## config.mk

```make
export PLATFORM = sky130hd
export DESIGN_NAME = playfair_digraph_encrypt
export DESIGN_NICKNAME = d
export VERILOG_FILES = /design/src/rtl/pfenc_pkg.sv /design/src/rtl/pfenc_front.sv /design/src/rtl/pfenc_fifo.sv /design/src/rtl/pfenc_back.sv /design/src/rtl/playfair_digraph_encrypt.sv
export SDC_FILE = /design/constraint.sdc
export NUM_CORES = 1
export LEC_CHECK = 0
export ABC_AREA = 1
export ABC_CLOCK_PERIOD_IN_PS = 5950
export BUFFER_PORTS_ARGS = -buffer_cell sky130_fd_sc_hd__buf_2
export CORE_UTILIZATION = 43
export DETAILED_ROUTE_END_ITERATION = 8
export GPL_ROUTABILITY_DRIVEN = 0
export MAX_ROUTING_LAYER = met4
export SLEW_MARGIN = 20
export SYNTH_ARGS = -nofsm -noshare
export SYNTH_HDL_FRONTEND = slang
export SYNTH_HIERARCHICAL = 1
export SYNTH_SLANG_ARGS = --single-unit
```

## constraint.sdc

```tcl
create_clock -name clock -period 5.95 [get_ports clock]
set_input_delay 0.595 -clock clock [delete_from_list [all_inputs] [get_ports clock]]
set_output_delay 0.595 -clock clock [all_outputs]
set_load 0.05 [all_outputs]
```

## src/rtl/pfenc_pkg.sv

```systemverilog
// Shared types, codes and helper functions for the Playfair digraph encrypter.
// No dependencies; imported by every module under rtl/.
package pfenc_pkg;

   // Item kinds on the request channel, also used as command opcodes
   localparam logic [2:0] KIND_CLEAR  = 3'd0;
   localparam logic [2:0] KIND_KEY    = 3'd1;
   localparam logic [2:0] KIND_FINISH = 3'd2;
   localparam logic [2:0] KIND_TEXT   = 3'd3;
   localparam logic [2:0] KIND_EOT    = 3'd4;

   // Letter indices, A = 0
   localparam logic [4:0] LETTER_I    = 5'd8;
   localparam logic [4:0] LETTER_J    = 5'd9;
   localparam logic [4:0] LETTER_X    = 5'd23;
   localparam logic [4:0] LETTER_LAST = 5'd25;
   localparam int         NUM_LETTERS = 26;
   localparam int         NUM_CELLS   = 25;
   localparam logic [4:0] CELLS_FULL  = 5'd25;
   localparam logic [6:0] ASCII_A     = 7'd65;

   // Command queue between front and back
   localparam int FIFO_DEPTH = 2;
   localparam int FIFO_PTR_W = 1;

   typedef struct packed {
      logic [2:0] op;
      logic [4:0] letter;
   } cmd_type;

   function automatic logic is_letter(input logic [7:0] c);
      return (c >= 8'd97 && c <= 8'd122) || (c >= 8'd65 && c <= 8'd90);
   endfunction

   // Letter index with J folded into I; meaningless for non-letters
   function automatic logic [4:0] letter_of(input logic [7:0] c);
      logic [7:0] v;
      v = (c >= 8'd97) ? c - 8'd97 : c - 8'd65;
      if (v[4:0] == LETTER_J)
         return LETTER_I;
      return v[4:0];
   endfunction

   function automatic logic [2:0] cell_row(input logic [4:0] p);
      if (p >= 5'd20) return 3'd4;
      if (p >= 5'd15) return 3'd3;
      if (p >= 5'd10) return 3'd2;
      if (p >= 5'd5)  return 3'd1;
      return 3'd0;
   endfunction

   function automatic logic [2:0] cell_col(input logic [4:0] p);
      logic [2:0] r;
      logic [4:0] d;
      r = cell_row(p);
      d = p - ({2'b00, r} << 2) - {2'b00, r};
      return d[2:0];
   endfunction

   function automatic logic [2:0] wrap_inc(input logic [2:0] v);
      return (v == 3'd4) ? 3'd0 : v + 3'd1;
   endfunction

   function automatic logic [4:0] cell_at(input logic [2:0] r, input logic [2:0] c);
      return ({2'b00, r} << 2) + {2'b00, r} + {2'b00, c};
   endfunction

endpackage

```

## src/rtl/pfenc_front.sv

```systemverilog
// Front end: takes request beats, maps bytes to letter indices and drops
// items that have no effect. Depends on pfenc_pkg.
module pfenc_front (
   input  logic              clock,
   input  logic              reset,
   input  logic              req_valid,
   output logic              req_ready,
   input  logic [2:0]        req_kind,
   input  logic [7:0]        req_char_code,
   output logic              cmd_valid,
   input  logic              cmd_ready,
   output pfenc_pkg::cmd_type cmd
);
   import pfenc_pkg::*;

   logic    cmd_valid_ff, cmd_valid_in;
   cmd_type cmd_ff, cmd_in;
   logic    keep;
   logic    accept;

   assign req_ready = !cmd_valid_ff || cmd_ready;
   assign accept    = req_valid && req_ready;
   assign cmd_valid = cmd_valid_ff;
   assign cmd       = cmd_ff;

   always_comb begin
      cmd_in.op     = req_kind;
      cmd_in.letter = letter_of(req_char_code);
      unique case (req_kind)
         KIND_CLEAR, KIND_FINISH, KIND_EOT: keep = 1'b1;
         KIND_KEY, KIND_TEXT:               keep = is_letter(req_char_code);
         default:                           keep = 1'b0;
      endcase
      cmd_valid_in = accept ? keep : (cmd_valid_ff && !cmd_ready);
   end

   always_ff @(posedge clock) begin
      if (reset) begin
         cmd_valid_ff <= 1'b0;
      end else begin
         cmd_valid_ff <= cmd_valid_in;
      end
   end

   always_ff @(posedge clock) begin
      if (accept) begin
         cmd_ff <= cmd_in;
      end
   end

endmodule

```

## src/rtl/pfenc_fifo.sv

```systemverilog
// Two-entry command queue between front and back end.
// Depends on pfenc_pkg.
module pfenc_fifo (
   input  logic              clock,
   input  logic              reset,
   input  logic              push_valid,
   output logic              push_ready,
   input  pfenc_pkg::cmd_type push_cmd,
   output logic              pop_valid,
   input  logic              pop_ready,
   output pfenc_pkg::cmd_type pop_cmd
);
   import pfenc_pkg::*;

   cmd_type                 entry_ff [FIFO_DEPTH];
   logic [FIFO_PTR_W-1:0]   wr_ptr_ff, wr_ptr_in;
   logic [FIFO_PTR_W-1:0]   rd_ptr_ff, rd_ptr_in;
   logic [FIFO_PTR_W:0]     count_ff, count_in;
   logic                    do_push, do_pop;

   assign push_ready = count_ff != (FIFO_PTR_W+1)'(FIFO_DEPTH);
   assign pop_valid  = count_ff != '0;
   assign pop_cmd    = entry_ff[rd_ptr_ff];
   assign do_push    = push_valid && push_ready;
   assign do_pop     = pop_valid && pop_ready;

   always_comb begin
      wr_ptr_in = do_push ? wr_ptr_ff + 1'b1 : wr_ptr_ff;
      rd_ptr_in = do_pop  ? rd_ptr_ff + 1'b1 : rd_ptr_ff;
      count_in  = count_ff;
      if (do_push && !do_pop) count_in = count_ff + 1'b1;
      if (do_pop && !do_push) count_in = count_ff - 1'b1;
   end

   always_ff @(posedge clock) begin
      if (reset) begin
         wr_ptr_ff <= '0;
         rd_ptr_ff <= '0;
         count_ff  <= '0;
      end else begin
         wr_ptr_ff <= wr_ptr_in;
         rd_ptr_ff <= rd_ptr_in;
         count_ff  <= count_in;
      end
   end

   always_ff @(posedge clock) begin
      if (do_push) begin
         entry_ff[wr_ptr_ff] <= push_cmd;
      end
   end

endmodule

```

## src/rtl/pfenc_back.sv

```systemverilog
// Back end: key square build, text pairing and digraph encryption.
// Holds the square and letter position memories. Depends on pfenc_pkg.
module pfenc_back (
   input  logic              clock,
   input  logic              reset,
   input  logic              cmd_valid,
   output logic              cmd_ready,
   input  pfenc_pkg::cmd_type cmd,
   output logic              rsp_valid,
   input  logic              rsp_ready,
   output logic [6:0]        rsp_cipher_letter,
   output logic              rsp_last
);
   import pfenc_pkg::*;

   localparam logic [2:0] ST_IDLE = 3'd0;
   localparam logic [2:0] ST_FILL = 3'd1;
   localparam logic [2:0] ST_POS  = 3'd2;
   localparam logic [2:0] ST_SQ   = 3'd3;
   localparam logic [2:0] ST_OUT0 = 3'd4;
   localparam logic [2:0] ST_OUT1 = 3'd5;

   logic [2:0]             state_ff, state_in;
   logic [NUM_LETTERS-1:0] used_ff, used_in;
   logic [4:0]             fill_ff, fill_in;
   logic                   key_ready_ff, key_ready_in;
   logic [4:0]             pend_ff, pend_in;
   logic                   has_pend_ff, has_pend_in;
   logic [4:0]             prev_ff, prev_in;
   logic                   has_prev_ff, has_prev_in;
   logic [4:0]             idx_ff, idx_in;
   logic [4:0]             a_ff, a_in;
   logic [4:0]             b_ff, b_in;

   logic [4:0] square_ff     [NUM_CELLS];
   logic [4:0] letter_pos_ff [NUM_LETTERS];
   logic [4:0] pa_ff, pb_ff;
   logic [4:0] x_ff, y_ff;

   logic       wr_en;
   logic [4:0] wr_letter;
   logic [4:0] addr_x, addr_y;
   logic [2:0] ra, ca, rb, cb;
   logic       pop;
   logic       dbl;

   assign cmd_ready = state_ff == ST_IDLE;
   assign pop       = cmd_valid && cmd_ready;
   assign dbl       = has_prev_ff && prev_ff == cmd.letter;

   assign rsp_valid         = state_ff == ST_OUT0 || state_ff == ST_OUT1;
   assign rsp_last          = state_ff == ST_OUT1;
   assign rsp_cipher_letter = ASCII_A + {2'b00, (state_ff == ST_OUT1) ? y_ff : x_ff};

   // Cipher cells from the two positions
   always_comb begin
      ra = cell_row(pa_ff);
      ca = cell_col(pa_ff);
      rb = cell_row(pb_ff);
      cb = cell_col(pb_ff);
      if (ra == rb) begin
         addr_x = cell_at(ra, wrap_inc(ca));
         addr_y = cell_at(rb, wrap_inc(cb));
      end else if (ca == cb) begin
         addr_x = cell_at(wrap_inc(ra), ca);
         addr_y = cell_at(wrap_inc(rb), cb);
      end else begin
         addr_x = cell_at(ra, cb);
         addr_y = cell_at(rb, ca);
      end
   end

   always_comb begin
      state_in     = state_ff;
      used_in      = used_ff;
      fill_in      = fill_ff;
      key_ready_in = key_ready_ff;
      pend_in      = pend_ff;
      has_pend_in  = has_pend_ff;
      prev_in      = prev_ff;
      has_prev_in  = has_prev_ff;
      idx_in       = idx_ff;
      a_in         = a_ff;
      b_in         = b_ff;
      wr_en        = 1'b0;
      wr_letter    = cmd.letter;

      unique case (state_ff)
         ST_IDLE: begin
            if (pop) begin
               case (cmd.op)
                  KIND_CLEAR: begin
                     used_in      = '0;
                     fill_in      = '0;
                     key_ready_in = 1'b0;
                     has_pend_in  = 1'b0;
                     has_prev_in  = 1'b0;
                  end
                  KIND_KEY: begin
                     if (!key_ready_ff && fill_ff != CELLS_FULL && !used_ff[cmd.letter]) begin
                        wr_en                = 1'b1;
                        used_in[cmd.letter]  = 1'b1;
                        fill_in              = fill_ff + 5'd1;
                     end
                  end
                  KIND_FINISH: begin
                     if (!key_ready_ff) begin
                        idx_in   = '0;
                        state_in = ST_FILL;
                     end
                  end
                  KIND_TEXT: begin
                     if (key_ready_ff) begin
                        prev_in     = cmd.letter;
                        has_prev_in = 1'b1;
                        if (dbl) begin
                           // doubled letter: an X goes in between
                           state_in = ST_POS;
                           if (has_pend_ff) begin
                              a_in    = pend_ff;
                              b_in    = LETTER_X;
                              pend_in = cmd.letter;
                           end else begin
                              a_in = LETTER_X;
                              b_in = cmd.letter;
                           end
                        end else if (has_pend_ff) begin
                           a_in        = pend_ff;
                           b_in        = cmd.letter;
                           has_pend_in = 1'b0;
                           state_in    = ST_POS;
                        end else begin
                           pend_in     = cmd.letter;
                           has_pend_in = 1'b1;
                        end
                     end
                  end
                  KIND_EOT: begin
                     if (key_ready_ff) begin
                        if (has_pend_ff) begin
                           a_in     = pend_ff;
                           b_in     = LETTER_X;
                           state_in = ST_POS;
                        end
                        has_pend_in = 1'b0;
                        has_prev_in = 1'b0;
                     end
                  end
                  default: ;
               endcase
            end
         end
         ST_FILL: begin
            wr_letter = idx_ff;
            if (idx_ff != LETTER_J && fill_ff != CELLS_FULL && !used_ff[idx_ff]) begin
               wr_en           = 1'b1;
               used_in[idx_ff] = 1'b1;
               fill_in         = fill_ff + 5'd1;
            end
            idx_in = idx_ff + 5'd1;
            if (idx_ff == LETTER_LAST) begin
               key_ready_in = 1'b1;
               state_in     = ST_IDLE;
            end
         end
         ST_POS:  state_in = ST_SQ;
         ST_SQ:   state_in = ST_OUT0;
         ST_OUT0: if (rsp_ready) state_in = ST_OUT1;
         ST_OUT1: if (rsp_ready) state_in = ST_IDLE;
         default: state_in = ST_IDLE;
      endcase
   end

   always_ff @(posedge clock) begin
      if (reset) begin
         state_ff     <= ST_IDLE;
         used_ff      <= '0;
         fill_ff      <= '0;
         key_ready_ff <= 1'b0;
         has_pend_ff  <= 1'b0;
         has_prev_ff  <= 1'b0;
      end else begin
         state_ff     <= state_in;
         used_ff      <= used_in;
         fill_ff      <= fill_in;
         key_ready_ff <= key_ready_in;
         has_pend_ff  <= has_pend_in;
         has_prev_ff  <= has_prev_in;
      end
   end

   always_ff @(posedge clock) begin
      pend_ff <= pend_in;
      prev_ff <= prev_in;
      idx_ff  <= idx_in;
      a_ff    <= a_in;
      b_ff    <= b_in;
   end

   // Square and position memories: one write port, two registered read ports
   always_ff @(posedge clock) begin
      if (wr_en) begin
         square_ff[fill_ff]       <= wr_letter;
         letter_pos_ff[wr_letter] <= fill_ff;
      end
   end

   always_ff @(posedge clock) begin
      if (state_ff == ST_POS) begin
         pa_ff <= letter_pos_ff[a_ff];
         pb_ff <= letter_pos_ff[b_ff];
      end
      if (state_ff == ST_SQ) begin
         x_ff <= square_ff[addr_x];
         y_ff <= square_ff[addr_y];
      end
   end

endmodule

```

## src/rtl/playfair_digraph_encrypt.sv

```systemverilog
// Top level of the Playfair digraph encrypter: front end, command queue, back end.
// Depends on pfenc_pkg, pfenc_front, pfenc_fifo and pfenc_back.
//
//   channel | handshake            | payload
//   --------+----------------------+-------------------------------------
//   req     | req_valid/req_ready  | req_kind[2:0], req_char_code[7:0]
//   rsp     | rsp_valid/rsp_ready  | rsp_cipher_letter[6:0], rsp_last
//
// A key byte, clear, text letter that opens a pair or end of text without an
// open pair is handled in the idle state. A completed pair passes position
// lookup, square lookup and two result beats; finishing the key fills the
// rest of the square in letter order. The back end handles one item at a
// time; the front register and two-entry queue keep accepting beats, until
// they fill, while it works or while rsp is stalled. Reset is synchronous
// and clears the key and text state; the square needs no clearing pass.
module playfair_digraph_encrypt (
   input  logic       clock,
   input  logic       reset,
   input  logic       req_valid,
   output logic       req_ready,
   input  logic [2:0] req_kind,
   input  logic [7:0] req_char_code,
   output logic       rsp_valid,
   input  logic       rsp_ready,
   output logic [6:0] rsp_cipher_letter,
   output logic       rsp_last
);
   import pfenc_pkg::*;

   logic    f_valid, f_ready;
   cmd_type f_cmd;
   logic    q_valid, q_ready;
   cmd_type q_cmd;

   pfenc_front u_front (
      .clock         (clock),
      .reset         (reset),
      .req_valid     (req_valid),
      .req_ready     (req_ready),
      .req_kind      (req_kind),
      .req_char_code (req_char_code),
      .cmd_valid     (f_valid),
      .cmd_ready     (f_ready),
      .cmd           (f_cmd)
   );

   pfenc_fifo u_fifo (
      .clock      (clock),
      .reset      (reset),
      .push_valid (f_valid),
      .push_ready (f_ready),
      .push_cmd   (f_cmd),
      .pop_valid  (q_valid),
      .pop_ready  (q_ready),
      .pop_cmd    (q_cmd)
   );

   pfenc_back u_back (
      .clock             (clock),
      .reset             (reset),
      .cmd_valid         (q_valid),
      .cmd_ready         (q_ready),
      .cmd               (q_cmd),
      .rsp_valid         (rsp_valid),
      .rsp_ready         (rsp_ready),
      .rsp_cipher_letter (rsp_cipher_letter),
      .rsp_last          (rsp_last)
   );

endmodule
```

==> flow_summary.html <==
<table>
<tr><th>Metric</th><th>Value</th></tr>
<tr><th colspan="2">Min path</th></tr>
<tr><td>Cell count of the worst hold path</td><td>1</td></tr>
<tr><td>Hold wc startpoint</td><td>req_kind[2]</td></tr>
<tr><td>Class of the most critical hold timing path</td><td>input pin to register</td></tr>
<tr><td>Sink of the worst hold path</td><td>u_front/cmd[7]</td></tr>
<tr><th colspan="2">Routing</th></tr>
<tr><td>Total DRC errors in the routed layout</td><td>0</td></tr>
<tr><td>Drt initial violations</td><td>around 2200</td></tr>
<tr><td>Vias per inst</td><td>5.85</td></tr>
<tr><td>Detailed Route WL</td><td>60.0 mm</td></tr>
<tr><td>Remaining antenna violation count after routing</td><td>0</td></tr>
<tr><td>Average detailed-routed wire length per instance</td><td>between 15 and 20 µm</td></tr>
<tr><td>Via Count</td><td>17600</td></tr>
<tr><td>Detailed-router iteration count before antenna repair</td><td>6</td></tr>
<tr><th colspan="2">Critical path</th></tr>
<tr><td>Most numerous cell on the critical path</td><td>sky130_fd_sc_hd__nand2_1</td></tr>
<tr><td>Setup CP Type</td><td>register to register</td></tr>
<tr><td>R2r worst-path depth</td><td>26</td></tr>
<tr><td>Worst Setup Start Kind</td><td>register</td></tr>
<tr><td>Worst reg2reg endpoint</td><td>u_back/y_ff[2]</td></tr>
<tr><td>Standard cell with the maximum stage delay on the critical path</td><td>sky130_fd_sc_hd__fa_1</td></tr>
<tr><td>Largest stage delay on the critical path</td><td>roughly 0.53 ns</td></tr>
<tr><td>Worst flop-to-flop path startpoint</td><td>u_back/pb_ff[4]</td></tr>
<tr><td>Critical Path AT</td><td>roughly 5.6 ns</td></tr>
<tr><td>Internal reg-to-reg setup slack</td><td>between 0.7 and 0.8 ns</td></tr>
<tr><td>Worst Path Max Fanout</td><td>11</td></tr>
<tr><td>CP required</td><td>approximately 6.3 ns</td></tr>
<tr><td>Crit path capture type</td><td>register</td></tr>
<tr><th colspan="2">Synth</th></tr>
<tr><td>Syn. warnings</td><td>6</td></tr>
<tr><td>Gate Count Post-Synth</td><td>2403</td></tr>
<tr><td>Synth Cell Area</td><td>between 0.02 and 0.025 mm²</td></tr>
<tr><td>Net count of the mapped netlist</td><td>2476</td></tr>
<tr><td>Mean instance size in the synthesized netlist</td><td>8.71 µm²</td></tr>
<tr><td>Number of distinct standard cells referenced by the synthesized netlist</td><td>63</td></tr>
<tr><td>EDFF count, synth</td><td>approximately 320</td></tr>
<tr><td>Proportion of synthesized flip-flops having asynchronous set or reset</td><td>0%</td></tr>
<tr><td>Most used flip-flop cell after synthesis</td><td>sky130_fd_sc_hd__edfxtp_1</td></tr>
<tr><td>Number of register bits inferred by synthesis</td><td>approximately 370</td></tr>
<tr><td>Portion of the post-synthesis area used by sequential elements</td><td>between 50% and 60%</td></tr>
<tr><th colspan="2">STA</th></tr>
<tr><td>Timing-limited maximum frequency</td><td>around 190 MHz</td></tr>
<tr><td>Unrepaired setup endpoints after global routing</td><td>false</td></tr>
<tr><td>Tmin final</td><td>about 5.2 ns</td></tr>
<tr><td>Final period utilization</td><td>just under 90%</td></tr>
<tr><td>Relative slew margins</td><td>a little under a third</td></tr>
<tr><td>Total setup violations reported at the end of the flow</td><td>0</td></tr>
<tr><td>Slew at the pin closest to its max-slew limit</td><td>around 1.0 ns</td></tr>
<tr><td>Clock skew</td><td>between 0.02 and 0.025 ns</td></tr>
<tr><td>Final Max Tran Viols</td><td>0</td></tr>
<tr><td>Hold Violations, Final</td><td>0</td></tr>
<tr><td>Total Neg Setup Slack</td><td>0 ns</td></tr>
<tr><th colspan="2">Floorplanning</th></tr>
<tr><td>Chip Height</td><td>between 200 and 250 µm</td></tr>
<tr><td>Standard cell core area</td><td>roughly 0.048 mm²</td></tr>
<tr><td>Die footprint</td><td>approximately 0.050 mm²</td></tr>
<tr><td>Initial Utilization</td><td>a little over two fifths</td></tr>
<tr><td>Standard-cell row count</td><td>80</td></tr>
<tr><td>Die Wd</td><td>223 µm</td></tr>
<tr><td>Boundary Pins</td><td>25</td></tr>
<tr><th colspan="2">CTS</th></tr>
<tr><td>Post-cts gate resize count</td><td>0</td></tr>
<tr><td>Clock Path Buffers</td><td>3</td></tr>
<tr><td>CTS Hold Buffers Added</td><td>0</td></tr>
<tr><td>Max H-tree Level</td><td>2</td></tr>
<tr><td>Clock latency at the later pin of the worst-skew pair</td><td>about 0.57 ns</td></tr>
<tr><td>Number of setup buffers added after CTS</td><td>0</td></tr>
<tr><td>TritonCTS clock tree</td><td>yes</td></tr>
<tr><td>TritonCTS Buffers</td><td>41</td></tr>
<tr><td>Clock-pin slew on the worst setup and hold paths</td><td>0.06 ns</td></tr>
<tr><td>Root buffer cell</td><td>sky130_fd_sc_hd__clkbuf_16</td></tr>
<tr><td>Clock sink count</td><td>about 370</td></tr>
<tr><th colspan="2">Global routing</th></tr>
<tr><td>Global routing usage on met1</td><td>33.2%</td></tr>
<tr><td>Leftover overflow at the end of global routing</td><td>0</td></tr>
<tr><td>Vias in the first global route</td><td>between 15000 and 20000</td></tr>
<tr><td>Busiest layer in global routing</td><td>met2</td></tr>
<tr><td>Maximum number of pins on one net before global-route repair</td><td>88</td></tr>
<tr><td>First-pass GRT wire length</td><td>approximately 95 mm</td></tr>
<tr><td>Met3 GRT Util</td><td>under 10%</td></tr>
<tr><td>Initial antenna violation count</td><td>0</td></tr>
<tr><td>Met2 global-route usage</td><td>39.1%</td></tr>
<tr><td>GRT Total Usage</td><td>~25%</td></tr>
<tr><th colspan="2">Placed design</th></tr>
<tr><td>Post-detailed-placement half-perimeter wirelength</td><td>about 40 mm</td></tr>
<tr><td>Total placed cells including tap cells</td><td>approximately 2900</td></tr>
<tr><td>Input/output buffers</td><td>23</td></tr>
<tr><th colspan="2">Layout</th></tr>
<tr><td>Leading cell type in the layout, fill and taps excluded</td><td>sky130_fd_sc_hd__nand2_1</td></tr>
<tr><td>Layout cells sized above 1</td><td>7.95%</td></tr>
<tr><td>Core utilization of the finished layout</td><td>between 40% and 50%</td></tr>
<tr><td>Commonest cells after routing, fill and taps aside</td><td>sky130_fd_sc_hd__nand2_1, sky130_fd_sc_hd__nand3_1, sky130_fd_sc_hd__edfxtp_1, sky130_fd_sc_hd__inv_1, sky130_fd_sc_hd__nor2_1</td></tr>
<tr><td>Relative area change from synthesis to final layout</td><td>8.84%</td></tr>
<tr><td>Count of nets after finishing</td><td>approximately 2400</td></tr>
<tr><td>Final non-filler cell total</td><td>3018</td></tr>
<tr><td>Antenna diode count</td><td>0</td></tr>
<tr><th colspan="2">Power</th></tr>
<tr><td>PD cells</td><td>approximately 320 mW/mm²</td></tr>
<tr><td>Maximum VDD drop</td><td>0.291 mV</td></tr>
<tr><td>LEAKAGE</td><td>approximately 9.0 nW</td></tr>
<tr><th colspan="2">Flow run</th></tr>
<tr><td>Number of maximum-capacitance violations</td><td>0</td></tr>
<tr><th colspan="2">Outcome</th></tr>
<tr><td>Status</td><td>finished clean</td></tr>
</table>
where the power goes:
group | leakage, nW | switching, mW | total, mW | internal [mW]
clock | 0.650 | 1.04 | 2.55 | 1.51
combinational | 5.01 | 1.11 | 1.48 | 0.366
sequential | 3.30 | 0.141 | 3.34 | 3.20
worst max path at each step:
stage | slack, ns | from | cells past startpoint | endpoint
global placement | 0.95 | u_back/pb_ff[4] | 26 | u_back/y_ff[2]
global route | 0.29 | u_back/pb_ff[4] | 26 | u_back/y_ff[2]
detailed placement | 0.73 | u_back/pb_ff[4] | 26 | u_back/y_ff[2]
finish | 0.72 | u_back/pb_ff[4] | 26 | u_back/y_ff[2]
CTS | 0.73 | u_back/pb_ff[4] | 26 | u_back/y_ff[2]
floorplan | 0.71 | u_back/state_ff[0] | 8 | rsp_cipher_letter[4]
logic make-up (layout without fill, tap and decap cells):
logic type                 after synthesis  count (layout)  synth area share (%)
AOI/OAI and AO/OA                      456             456                  13.0
adders and majority gates               58              58                  3.83
DFF                                    367             367                  50.6
muxes                                    9               9                 0.478
and+or+nand+nor                       1055            1055                  22.3
other                                    1               1                0.0179
buffers and inverters                  428             428                  8.49
xor gates and xnor gates                29              29                  1.25
critical path, delay by kind of cell, from the launching register on:
family                   cells  cell delay, ns
adder cells (fa/ha/maj)      5            1.77
XOR/XNOR                     2            0.34
buffers and inverters        4            0.59
AND/OR/NAND/NOR             14            1.71
AO/OA/AOI/OAI                1            0.14
flip-flops                   1            0.42
stage by stage:
stage / area, µm² / power (mW) / setup WS (ns) / hold slack [ns]
2_1_floorplan: 20900 / 4.32 / 0.707 / 0.421
3_3_place_gp: 21400 / 4.82 / 0.949 / 0.423
3_5_place_dp: 21400 / 4.86 / 0.727 / 0.431
4_1_cts: 22800 / 7.42 / 0.726 / 0.204
5_1_grt: 22800 / 7.68 / 0.293 / 0.218
6_report: 22800 / 7.37 / 0.725 / 0.232
area by class of cell:
type	instances	area, µm²
clock buffer	52	1080
clock inverter	21	268
fill	4531	25100
inverter	303	1150
multi-input combinational	1608	8590
sequential	367	10600
tap	615	769
timing repair buffer	52	333
metal layers:
layer  up-vias  wire length [µm]
li1       8215                 -
met1      8391             25500
met2       899             27600
met3       139              5530
met4         0              1470
met5         -                 0
Yosys cell counts (all sizes together) (14+ instances only):
cell type  instances  area share (%)
nand2            397             7.7
nand3            364             8.9
edfxtp           324              46
inv              294             5.3
nor2             255             4.6
o21ai            213             5.3
a21oi             99             2.4
clkbuf            66             1.2
buf               59             1.8
ha                48             2.9
dfxtp             43             4.1
o221ai            31             1.3
o22ai             31            0.93
o211ai            23            0.87
nor3              22            0.60
a31oi             16            0.48
xnor2             15            0.66
xor2              14            0.59
registers in the layout (all words and copies together), names as in the netlist, named ones only:
register and flops:
u_back/letter_pos_ff 130, u_back/pa_ff 5, u_fifo/wr_ptr_ff 1, u_back/prev_ff 5
u_back/state_ff 3, u_back/pend_ff 5, u_back/has_prev_ff 1, u_back/has_pend_ff 1
u_fifo/rd_ptr_ff 1, u_back/x_ff 5, u_back/key_ready_ff 1, u_front/cmd_valid 1
u_back/y_ff 5, u_back/idx_ff 5, u_back/square_ff 125, u_front/cmd 8
u_back/fill_ff 5, u_fifo/count_ff 2, u_fifo/entry_ff 16, u_back/used_ff 26
u_back/a_ff 5, u_back/pb_ff 5, u_back/b_ff 5
Note: power is estimated with default switching activity, not from simulation.
